File: src/rtl/knx_rtr_pkg.sv
package knx_rtr_pkg;

  localparam int MAX_DATA_LENGTH_DEF = 16;

  localparam int HDR_BYTES  = 8;
  localparam int SVC_LEN    = 8;
  localparam int FIXED_PART = 16;

  localparam logic [7:0]  HDR_LEN         = 8'h06;
  localparam logic [7:0]  PROTO_VER       = 8'h10;
  localparam logic [15:0] SVC_ROUTING_IND = 16'h0530;
  localparam logic [7:0]  MSG_LDATA_IND   = 8'h29;
  localparam logic [7:0]  FIRST_MASK      = 8'h3f;
  localparam logic [3:0]  CMD_MAX         = 4'd2;
  localparam int          GROUP_BIT       = 7;

  typedef enum logic [2:0] {
    STS_OK       = 3'd0,
    STS_TRUNC    = 3'd1,
    STS_HEADER   = 3'd2,
    STS_SERVICE  = 3'd3,
    STS_LENGTH   = 3'd4,
    STS_MESSAGE  = 3'd5,
    STS_NOTGROUP = 3'd6,
    STS_COMMAND  = 3'd7
  } status_t;

  typedef enum logic [1:0] {
    ST_RECV,
    ST_CHECK,
    ST_EMIT
  } state_t;

  typedef struct packed {
    logic [7:0] rx_byte;
    logic       rx_last;
  } in_word_t;

  typedef struct packed {
    status_t     status;
    logic [15:0] source_addr;
    logic [15:0] dest_addr;
    logic [1:0]  cmd;
    logic [4:0]  payload_len;
    logic [7:0]  payload_byte;
    logic        final_result;
  } out_word_t;

endpackage

File: src/rtl/knxnet_ip_routing_frame_parser_top.sv
// Routing-indication packet parser with a cEMI L_Data.ind payload.
// Input channel: one packet byte per word (in_data.rx_byte), in order from
// byte zero, with in_data.rx_last set on the final byte. A word is taken at
// a clock edge where in_valid is high and in_stall is low.
// Output channel: one word per data byte on success, or a single word that
// carries the error status. The last word of a packet has final_result set.
// Timing: packet bytes are taken one per cycle while in_stall is low. After
// the final byte the block passes through the check state, which registers
// the header check status, then the drain state, which loads one result per
// cycle into the output register while the receiver does not stall. in_stall
// stays high through both states. The drain rate is set by the single read
// port of the data buffer memory, read one entry ahead.
// Bytes of the next packet are accepted while the last result still waits
// in the output register. When the receiver stalls, the output word holds
// and the drain pauses.
// Reset clears the byte count, the overflow flag, the state, the drain index
// and out_valid. The header, service and data stores are not cleared; entries
// a packet did not write are never needed by a packet that passes the checks.
module knxnet_ip_routing_frame_parser_top
  import knx_rtr_pkg::*;
#(
  parameter int MAX_DATA_LENGTH = MAX_DATA_LENGTH_DEF
) (
  input  logic      clk,
  input  logic      rst_n,
  input  logic      in_valid,
  output logic      in_stall,
  input  in_word_t  in_data,
  output logic      out_valid,
  input  logic      out_stall,
  output out_word_t out_data
);

  localparam int DIDX_W = (MAX_DATA_LENGTH > 1) ? $clog2(MAX_DATA_LENGTH) : 1;
  localparam int EIDX_W = $clog2(MAX_DATA_LENGTH + 1);
  localparam logic [15:0]       MAX_LEN16 = 16'(MAX_DATA_LENGTH);
  localparam logic [7:0]        MAX_LEN8  = 8'(MAX_DATA_LENGTH);
  localparam logic [EIDX_W-1:0] MAX_LENI  = EIDX_W'(MAX_DATA_LENGTH);

  state_t state_r, state_nxt;

  logic [15:0]       cnt_r;
  logic              ovf_r;
  logic [7:0]        hdr_r [HDR_BYTES];
  logic [7:0]        svc_r [SVC_LEN];
  logic [1:0]        d0_hi_r;
  logic [7:0]        data_mem [MAX_DATA_LENGTH];
  logic [7:0]        rd_data_r;
  logic [EIDX_W-1:0] emit_idx_r, emit_idx_nxt;
  status_t           status_r, status_nxt;
  logic              out_valid_r;
  out_word_t         out_data_r;

  logic              in_accept;
  logic [8:0]        svc_off;
  logic [15:0]       rel;
  logic [15:0]       data_off;
  logic              in_hdr;
  logic              pos_ge_off;
  logic              hdr_we;
  logic              svc_we;
  logic              data_we;
  logic [DIDX_W-1:0] rd_addr;

  logic [16:0]       svc_end;
  logic [16:0]       room;
  logic [7:0]        dlen;
  logic [3:0]        cmd_code;

  logic              load;
  logic              emit_last;
  logic              emit_final;
  out_word_t         result;

  assign in_accept = in_valid && !in_stall;

  // Byte placement: header first, service info after the additional info,
  // then the data bytes.
  always_comb begin
    svc_off    = 9'(hdr_r[7]) + 9'(HDR_BYTES);
    in_hdr     = cnt_r < 16'(HDR_BYTES);
    pos_ge_off = cnt_r >= 16'(svc_off);
    rel        = cnt_r - 16'(svc_off);
    data_off   = rel - 16'(SVC_LEN);
    hdr_we     = in_accept && !ovf_r && in_hdr;
    svc_we     = in_accept && !ovf_r && !in_hdr && pos_ge_off && (rel < 16'(SVC_LEN));
    data_we    = in_accept && !ovf_r && !in_hdr && pos_ge_off &&
                 (rel >= 16'(SVC_LEN)) && (data_off < MAX_LEN16);
  end

  always_ff @(posedge clk) begin
    if (hdr_we) begin
      hdr_r[cnt_r[2:0]] <= in_data.rx_byte;
    end
    if (svc_we) begin
      svc_r[rel[2:0]] <= in_data.rx_byte;
    end
    if (data_we && (data_off[DIDX_W-1:0] == '0)) begin
      d0_hi_r <= in_data.rx_byte[7:6];
    end
  end

  // Packet checks, evaluated in the cycle after the final byte.
  always_comb begin
    svc_end  = 17'(svc_off) + 17'(SVC_LEN);
    room     = 17'(cnt_r) - svc_end;
    dlen     = svc_r[6];
    cmd_code = {svc_r[7][1:0], d0_hi_r};
    priority if (!ovf_r && (cnt_r < 16'(FIXED_PART))) begin
      status_nxt = STS_TRUNC;
    end else if ((hdr_r[0] != HDR_LEN) || (hdr_r[1] != PROTO_VER)) begin
      status_nxt = STS_HEADER;
    end else if ({hdr_r[2], hdr_r[3]} != SVC_ROUTING_IND) begin
      status_nxt = STS_SERVICE;
    end else if (ovf_r || ({hdr_r[4], hdr_r[5]} != cnt_r)) begin
      status_nxt = STS_LENGTH;
    end else if (hdr_r[6] != MSG_LDATA_IND) begin
      status_nxt = STS_MESSAGE;
    end else if (17'(cnt_r) < svc_end) begin
      status_nxt = STS_TRUNC;
    end else if (!svc_r[1][GROUP_BIT]) begin
      status_nxt = STS_NOTGROUP;
    end else if ((dlen == 8'd0) || (dlen > MAX_LEN8) || (17'(dlen) != room)) begin
      status_nxt = STS_LENGTH;
    end else if (cmd_code > CMD_MAX) begin
      status_nxt = STS_COMMAND;
    end else begin
      status_nxt = STS_OK;
    end
  end

  // Result assembly during the drain.
  always_comb begin
    load       = !out_valid_r || !out_stall;
    emit_last  = (8'(emit_idx_r) + 8'd1) == dlen;
    emit_final = (status_r != STS_OK) || emit_last;
    result     = '0;
    result.status       = status_r;
    result.final_result = 1'b1;
    if (status_r == STS_OK) begin
      result.source_addr  = {svc_r[2], svc_r[3]};
      result.dest_addr    = {svc_r[4], svc_r[5]};
      result.cmd          = cmd_code[1:0];
      result.payload_len  = dlen[4:0];
      result.payload_byte = (emit_idx_r == '0) ? (rd_data_r & FIRST_MASK) : rd_data_r;
      result.final_result = emit_last;
    end
  end

  always_comb begin
    emit_idx_nxt = emit_idx_r;
    if (state_r == ST_CHECK) begin
      emit_idx_nxt = '0;
    end else if ((state_r == ST_EMIT) && load && !emit_final) begin
      emit_idx_nxt = emit_idx_r + EIDX_W'(1);
    end
    rd_addr = (emit_idx_nxt < MAX_LENI) ? emit_idx_nxt[DIDX_W-1:0] : '0;
  end

  // Data buffer. The read address runs one step ahead of emit_idx_r, so
  // rd_data_r always holds the entry being emitted.
  always_ff @(posedge clk) begin
    if (data_we) begin
      data_mem[data_off[DIDX_W-1:0]] <= in_data.rx_byte;
    end
    rd_data_r <= data_mem[rd_addr];
  end

  always_comb begin
    state_nxt = state_r;
    unique case (state_r)
      ST_RECV: begin
        if (in_accept && in_data.rx_last) begin
          state_nxt = ST_CHECK;
        end
      end
      ST_CHECK: begin
        state_nxt = ST_EMIT;
      end
      ST_EMIT: begin
        if (load && emit_final) begin
          state_nxt = ST_RECV;
        end
      end
      default: begin
        state_nxt = ST_RECV;
      end
    endcase
  end

  always_comb begin
    unique case (state_r)
      ST_RECV:  in_stall = 1'b0;
      ST_CHECK: in_stall = 1'b1;
      ST_EMIT:  in_stall = 1'b1;
      default:  in_stall = 1'b1;
    endcase
  end

  always_ff @(posedge clk) begin
    if (!rst_n) begin
      state_r     <= ST_RECV;
      cnt_r       <= '0;
      ovf_r       <= 1'b0;
      emit_idx_r  <= '0;
      out_valid_r <= 1'b0;
    end else begin
      state_r    <= state_nxt;
      emit_idx_r <= emit_idx_nxt;
      if (state_r == ST_CHECK) begin
        cnt_r <= '0;
        ovf_r <= 1'b0;
      end else if (in_accept) begin
        if (cnt_r == 16'hffff) begin
          ovf_r <= 1'b1;
        end else begin
          cnt_r <= cnt_r + 16'd1;
        end
      end
      if ((state_r == ST_EMIT) && load) begin
        out_valid_r <= 1'b1;
      end else if (!out_stall) begin
        out_valid_r <= 1'b0;
      end
    end
  end

  always_ff @(posedge clk) begin
    if (state_r == ST_CHECK) begin
      status_r <= status_nxt;
    end
    if ((state_r == ST_EMIT) && load) begin
      out_data_r <= result;
    end
  end

  assign out_valid = out_valid_r;
  assign out_data  = out_data_r;

  a_check_one_cycle: assert property (@(posedge clk) disable iff (!rst_n)
    (state_r == ST_CHECK) |=> (state_r == ST_EMIT))
    else $error("check state did not hand over to the drain");

  a_emit_idx_bound: assert property (@(posedge clk) disable iff (!rst_n)
    (state_r == ST_EMIT) |-> (emit_idx_r < MAX_LENI))
    else $error("drain index ran past the data buffer");

  a_error_is_final: assert property (@(posedge clk) disable iff (!rst_n)
    (out_valid && (out_data.status != STS_OK)) |-> out_data.final_result)
    else $error("error word not marked as the final result");

endmodule
File: config.mk
export PLATFORM = sky130hd
export DESIGN_NAME = knxnet_ip_routing_frame_parser_top
export DESIGN_NICKNAME = d
export VERILOG_FILES = /design/src/rtl/knx_rtr_pkg.sv /design/src/rtl/knxnet_ip_routing_frame_parser_top.sv
export SDC_FILE = /design/constraint.sdc
export NUM_CORES = 1
export LEC_CHECK = 0
export ABC_AREA = 1
export BUFFER_PORTS_ARGS = -buffer_cell sky130_fd_sc_hd__buf_2
export CAP_MARGIN = 40
export CORE_UTILIZATION = 30
export DETAILED_ROUTE_END_ITERATION = 7
export GPL_TIMING_DRIVEN = 0
export HOLD_SLACK_MARGIN = 0.08
export PLACE_DENSITY = 0.52
export SYNTH_ARGS = -nofsm -noshare
export SYNTH_HDL_FRONTEND = slang
export SYNTH_SLANG_ARGS = --single-unit
File: constraint.sdc
create_clock -name clk -period 11.64 [get_ports clk]
set_input_delay 1.746 -clock clk [delete_from_list [all_inputs] [get_ports clk]]
set_output_delay 1.746 -clock clk [all_outputs]
set_load 0.01 [all_outputs]
## After elaboration in Yosys (flattened, before gate mapping)

Memory sizes are Yosys's and may differ from the RTL's. A register that Yosys moved wholly into a read port is not among the register bits.
Cells that the tools add are included.

- Eq/ne operators: 13
- Bitwise gates (word level): 3
- Add/sub/neg operators: 8
- Magnitude comparators: 10
- Mux-type cells: 23
- Reduce and logical (&&, ||, !) cells: 41

Operator list:

| cell | number |
|---|---|
| $lt A16 B4 Y1 const B | 2 |
| $lt A16 B5 Y1 const B | 2 |
| $mux W3 | 6 |
| $ne A8 B17 Y1 | 1 |
| $sub A16 B10 Y17 | 1 |
| $add A16 B1 Y16 const B | 1 |
| $eq A16 B16 Y1 const B | 1 |
| $ge A16 B4 Y1 const B | 1 |
| $ge A16 B9 Y1 | 1 |
| $lt A16 B10 Y1 | 1 |
| $ne A16 B11 Y1 const B | 1 |
| $ne A16 B16 Y1 | 1 |
| $sub A16 B4 Y16 const B | 1 |
| $sub A16 B9 Y16 | 1 |
| $logic_and A1 B1 Y1 | 14 |
| $add A9 B4 Y10 const B | 1 |
| $mux W5 | 2 |
| $add A8 B4 Y9 const B | 1 |
| $logic_not A1 Y1 | 9 |
| $mux W1 | 9 |
| $eq A6 B8 Y1 | 1 |
| $gt A8 B5 Y1 const B | 1 |
| $logic_not A8 Y1 | 1 |
| $mux W2 | 4 |
| other kinds (22) | 34 |

- Memories: 3
- Output and inout port bits: 53
- Bits of input ports: 13
- Memory bits (writable): 256
- Register bits: 49

Memories:

| name | words | bits a word | read ports | clocked after Yosys merged registers in | write ports | RTL line | RTL |
|---|---|---|---|---|---|---|---|
| data_mem | 16 | 8 | 1 | 1 | 1 | knxnet_ip_routing_frame_parser_top.sv:47 | `logic [7:0] data_mem [MAX_DATA_LENGTH];` |
| hdr_r | 8 | 8 | 8 | 0 | 1 | knxnet_ip_routing_frame_parser_top.sv:44 | `logic [7:0] hdr_r [HDR_BYTES];` |
| svc_r | 8 | 8 | 7 | 4 | 1 | knxnet_ip_routing_frame_parser_top.sv:45 | `logic [7:0] svc_r [SVC_LEN];` |

## Logic depth before layout (Yosys ltp)

An unclocked memory read counts as a cell.

- Depth in word-level cells: 13
- Depth in mapped cells: 24

## Worst setup path before layout

No wires, ideal clock.

- Kind: input to register
- From: input port out_stall
- To: register rd_data_r[5], read port of data_mem
- Setup time: 0.113 ns
- Required time: 11.527 ns
- Path slack: 5.680 ns
- Cell stages on the path: 9
- Buffers on the path: 1
- Arrival: 5.847 ns
- Path through: a21oi_1 -> nand4_1 -> nand3_2 -> inv_2 -> nor2_4 -> buf_2 -> nand3_1 -> nand3_1 -> nand2_1

- Longest elaborated chain between the ends: 8

Ends and longest elaborated chain:

| item | RTL line | RTL |
|---|---|---|
| start: declaration | knxnet_ip_routing_frame_parser_top.sv:30 | `input logic out_stall,` |
| $logic_not A1 Y1 (*) | - |  |
| $logic_or A1 B1 Y1 (*) | knxnet_ip_routing_frame_parser_top.sv:134 | `load = !out_valid_r \|\| !out_stall;` |
| $logic_and A1 B1 Y1 (*) (2 in a row) | knxnet_ip_routing_frame_parser_top.sv:154 | `end else if ((state_r == ST_EMIT) && load && !emit_final) begin` |
| $mux W5 (*) | knxnet_ip_routing_frame_parser_top.sv:154 |  |
| $mux W5 (*) | knxnet_ip_routing_frame_parser_top.sv:152 | `if (state_r == ST_CHECK) begin` |
| $lt A5 B5 Y1 | knxnet_ip_routing_frame_parser_top.sv:157 | `rd_addr = (emit_idx_nxt < MAX_LENI) ? emit_idx_nxt[DIDX_W-1:0] : '0;` |
| $mux W4 (*) | knxnet_ip_routing_frame_parser_top.sv:157 |  |
| end: declaration | knxnet_ip_routing_frame_parser_top.sv:48 | `logic [7:0] rd_data_r;` |

Mark *: on every way between the ends. The rest lies on a longest branch, timed or not.
A chain may end at the register's enable or synchronous reset.

==> impl_metrics.py <==
metrics = {
    "power": {
        "power_uw": 2490,
        "sequentialPowerShare_pct": 51.0,
        "internal_power_uw": 1980,
        "ir_drop_uv": 80.7,
        "leakage_uw": 0.00702,
        "p_clk_share_pct": 46.4,
        "power.density_nw_per_um2": 144,
        "swShare_pct": 20.5,
        "p_sw_uw": 511,
        "pwr-share-comb_pct": 2.6,
    },
    "global_routing": {
        "gr-usage-met2_pct": 25.0,
        "antenna_found_initial": 2,
        "grt_use_met3_pct": 2.26,
        "grt_busiest_layer": "met2",
        "grt_util_met1_pct": 20.3,
        "grt_usage_pct": 15.1,
        "grt_pass1_vias": 9843,
        "grt_max_degree": 31,
        "grt_pass1_wl_um": 57400,
        "grt_overflow": 0,
    },
    "worst_setup_path": {
        "arrival_ns": 4.55,
        "r2r_slack_ns": 7.23,
        "timing.rr.start": "hdr_r[7][3]$_DFFE_PP_",
        "crit_path_cell_trace": "ha_1, xnor2_1, ha_1, inv_1, nor3_2, nand2_1, nand3_1, nand2_1, nand3_1, nor2_1, nor2_1, nand2_1, nor3_2, nand3b_1, nor2_2, nand4_4, nor2_1",
        "cp_slowest_cell": "nor2_1",
        "critPathMaxStageDelay_ns": 0.73,
        "cp.required_ns": 11.78,
        "cp_max_fo": 8,
        "r2r_cells": 17,
        "cp-end-kind": "flip-flop",
        "path_class": "reg2reg",
        "worst_setup_path_start_kind": "flip-flop",
        "regToRegEndpoint": "data_mem[14][1]$_DFFE_PP_",
    },
    "synth": {
        "yosysSeqAreaShare_pct": 63.3,
        "synth_edf_count": 289,
        "syn_inst": 1410,
        "yosys_register_bits": 322,
        "synthFlopType": "edfxtp_1",
        "async_flop_share_pct": 0,
        "postSynthAreaPerCell_um2": 10.5,
        "yosys_warnings": 0,
        "yosysUniqueCellTypes": 53,
        "netlist_area_um2": 14800,
        "syn-num-nets": 1447,
    },
    "clock_network": {
        "cts_hold_buf": 0,
        "cts-resized-gates": 0,
        "path_clk_slew_ns": 0.06,
        "cts-buffers-inserted": 36,
        "htree_levels": 2,
        "cts_tree": "done",
        "postCtsSetupRepairBufs": 0,
        "cts_buffer_depth": 3,
        "cts.sinks": 322,
        "clock_latency_ns": 0.53,
        "cts_root_buf": "clkbuf_16",
    },
    "finish": {
        "final_nets": 1561,
        "fill_cells": 4818,
        "syn2layout_area_growth_pct": 16.9,
        "multi_input_area_um2": 4230,
        "drive_above_1_share_pct": 12.7,
        "final_cell_mix": "edfxtp_1 (289), inv_1 (247), nand3_1 (210)",
        "final-seq-area_um2": 9340,
        "final_cells": 2207,
        "diodes": 0,
        "final_common_cell": "edfxtp_1",
    },
    "timing": {
        "maxSlewViolCount": 0,
        "worst_pin_slew_ns": 0.855,
        "tns_ns": 0,
        "rsz0062_at_grt": "false",
        "skew_ns": 0.0158,
        "fin_crit_sh_pct": 37.9,
        "slew_headroom_pct": 42.8,
        "hold_violations": 0,
        "min_period_ns": 4.41,
        "max_clock_freq_mhz": 227,
        "setup_viol": 0,
    },
    "floorplan": {
        "core_um2": 48100,
        "die_w_um": 224,
        "boundaryPins": 66,
        "fp.dieArea_um2": 50100,
        "rows": 80,
        "initial_utilization_pct": 30.6,
        "die_h_um": 224,
    },
    "route": {
        "num_vias": 10100,
        "drc": 0,
        "vias_per_cell": 4.59,
        "drt.antenna.violating_nets": 0,
        "drtIter0Drc": 744,
        "wirelength_um": 37300,
        "wl_per_cell_um": 16.9,
        "firstDrtPassIters": 5,
    },
    "hold_path": {
        "hp-start": "cnt_r[0]$_SDFFE_PP0P_",
        "holdPathEnd": "cnt_r[0]$_SDFFE_PP0P_",
        "holdPathStages": 1,
        "hold_path_class": "reg2reg",
    },
    "place": {
        "gp_congestion": 0.893,
        "placed_cells": 2142,
        "dp_hpwl_um": 26100,
        "port-buffer-count": 65,
    },
    "run_status": {
        "status": "complete, no violations",
    },
    "job": {
        "maxCapViolations": 0,
    },
}
==> synthesized netlist by cell type (all sizes together) (3+ instances only) <==
library cell / number / area [µm²]
a21oi: 32 / 175
nand2: 204 / 786
a21o: 3 / 22.5
nor3: 24 / 135
nand3b: 19 / 143
ha: 23 / 288
inv: 254 / 953
edfxtp: 289 / 8680
dfxtp: 33 / 661
buf: 26 / 199
xor2: 28 / 260
o21ai: 23 / 123
nor3b: 4 / 30.0
xnor2: 8 / 70.1
nor4: 18 / 113
nor2: 141 / 564
nand3: 213 / 1090
clkbuf: 11 / 41.3
nand4: 33 / 243
==> power by group through the flow <==
stage / registers, µW / logic (µW) / clock network (µW)
after global placement: 1290 / 60.6 / 0
final: 1270 / 64.0 / 1150
after CTS: 1270 / 65.9 / 1180
after global routing: 1270 / 70.4 / 1230
after detailed placement: 1290 / 65.7 / 0
after floorplan: 1290 / 24.2 / 0
==> layout make-up <==
cell class | instances | area share [%]
tap | 656 | 4.76
clock buffer | 45 | 5.77
buffer | 37 | 1.39
inverter | 256 | 5.57
sequential | 322 | 54.1
multi-input combinational | 795 | 24.5
clock inverter | 20 | 1.18
timing repair buffer | 76 | 2.70
==> metrics by stage <==
stage | util (%) | cell area, µm² | worst slack, ns | hold slack [ns]
6_report | 35.8 | 17300 | 7.23 | 0.522
3_3_place_gp | 33.0 | 15900 | 3.54 | 0.479
3_5_place_dp | 33.3 | 16100 | 7.29 | 0.508
2_1_floorplan | - | 14800 | 5.68 | 0.448
4_1_cts | 35.8 | 17300 | 7.28 | 0.520
5_1_grt | 35.8 | 17300 | 6.84 | 0.556
==> worst max-delay path, delay by kind of cell, from the launching register on <==
family                   cells  cell delay [ns]
XOR/XNOR                     1             0.35
adder cells (fa/ha/maj)      2             0.56
buffers and inverters        1             0.09
flip-flops                   1             0.49
AND/OR/NAND/NOR             13             2.52
==> metal layers <==
metal  routed length, µm  share of wire, %
met3                1940               5.2
met1               16800                45
met2               17500                47
met5                  27             0.072
met4                1010               2.7
==> worst max-delay path by stage <==
stage,from,end,slack (ns),cells past startpoint
final,hdr_r[7][3]$_DFFE_PP_,data_mem[14][1]$_DFFE_PP_,7.23,17
after CTS,hdr_r[7][3]$_DFFE_PP_,data_mem[14][1]$_DFFE_PP_,7.28,17
after global routing,hdr_r[7][3]$_DFFE_PP_,data_mem[2][7]$_DFFE_PP_,6.84,17
after floorplan,out_stall,rd_data_r[5]$_DFF_P_,5.68,9
after global placement,out_stall,rd_data_r[2]$_DFF_P_,3.54,10
after detailed placement,hdr_r[7][3]$_DFFE_PP_,data_mem[3][5]$_DFFE_PP_,7.29,17
==> logic make-up (layout without fill, tap and decap cells) <==
| family | after synthesis | count (layout) | synth area share, % |
|---|---|---|---|
| AO/OA/AOI/OAI | 72 | 72 | 2.93 |
| XOR/XNOR | 36 | 36 | 2.24 |
| adder cells (fa/ha/maj) | 24 | 24 | 2.09 |
| buffers and inverters | 293 | 434 | 8.14 |
| flip-flops | 322 | 322 | 63.3 |
| other | 1 | 1 | 0.0254 |
| AND/OR/NAND/NOR | 662 | 662 | 21.3 |
==> state kept, by name (all words and copies together), names as in the netlist, 2 cells and up <==
name,cells
svc_r,43
hdr_r,64
status_r,3
state_r,2
emit_idx_r,5
data_mem,127
out_data,51
rd_data_r,8
cnt_r,16
(Power assumes the default switching activity.)
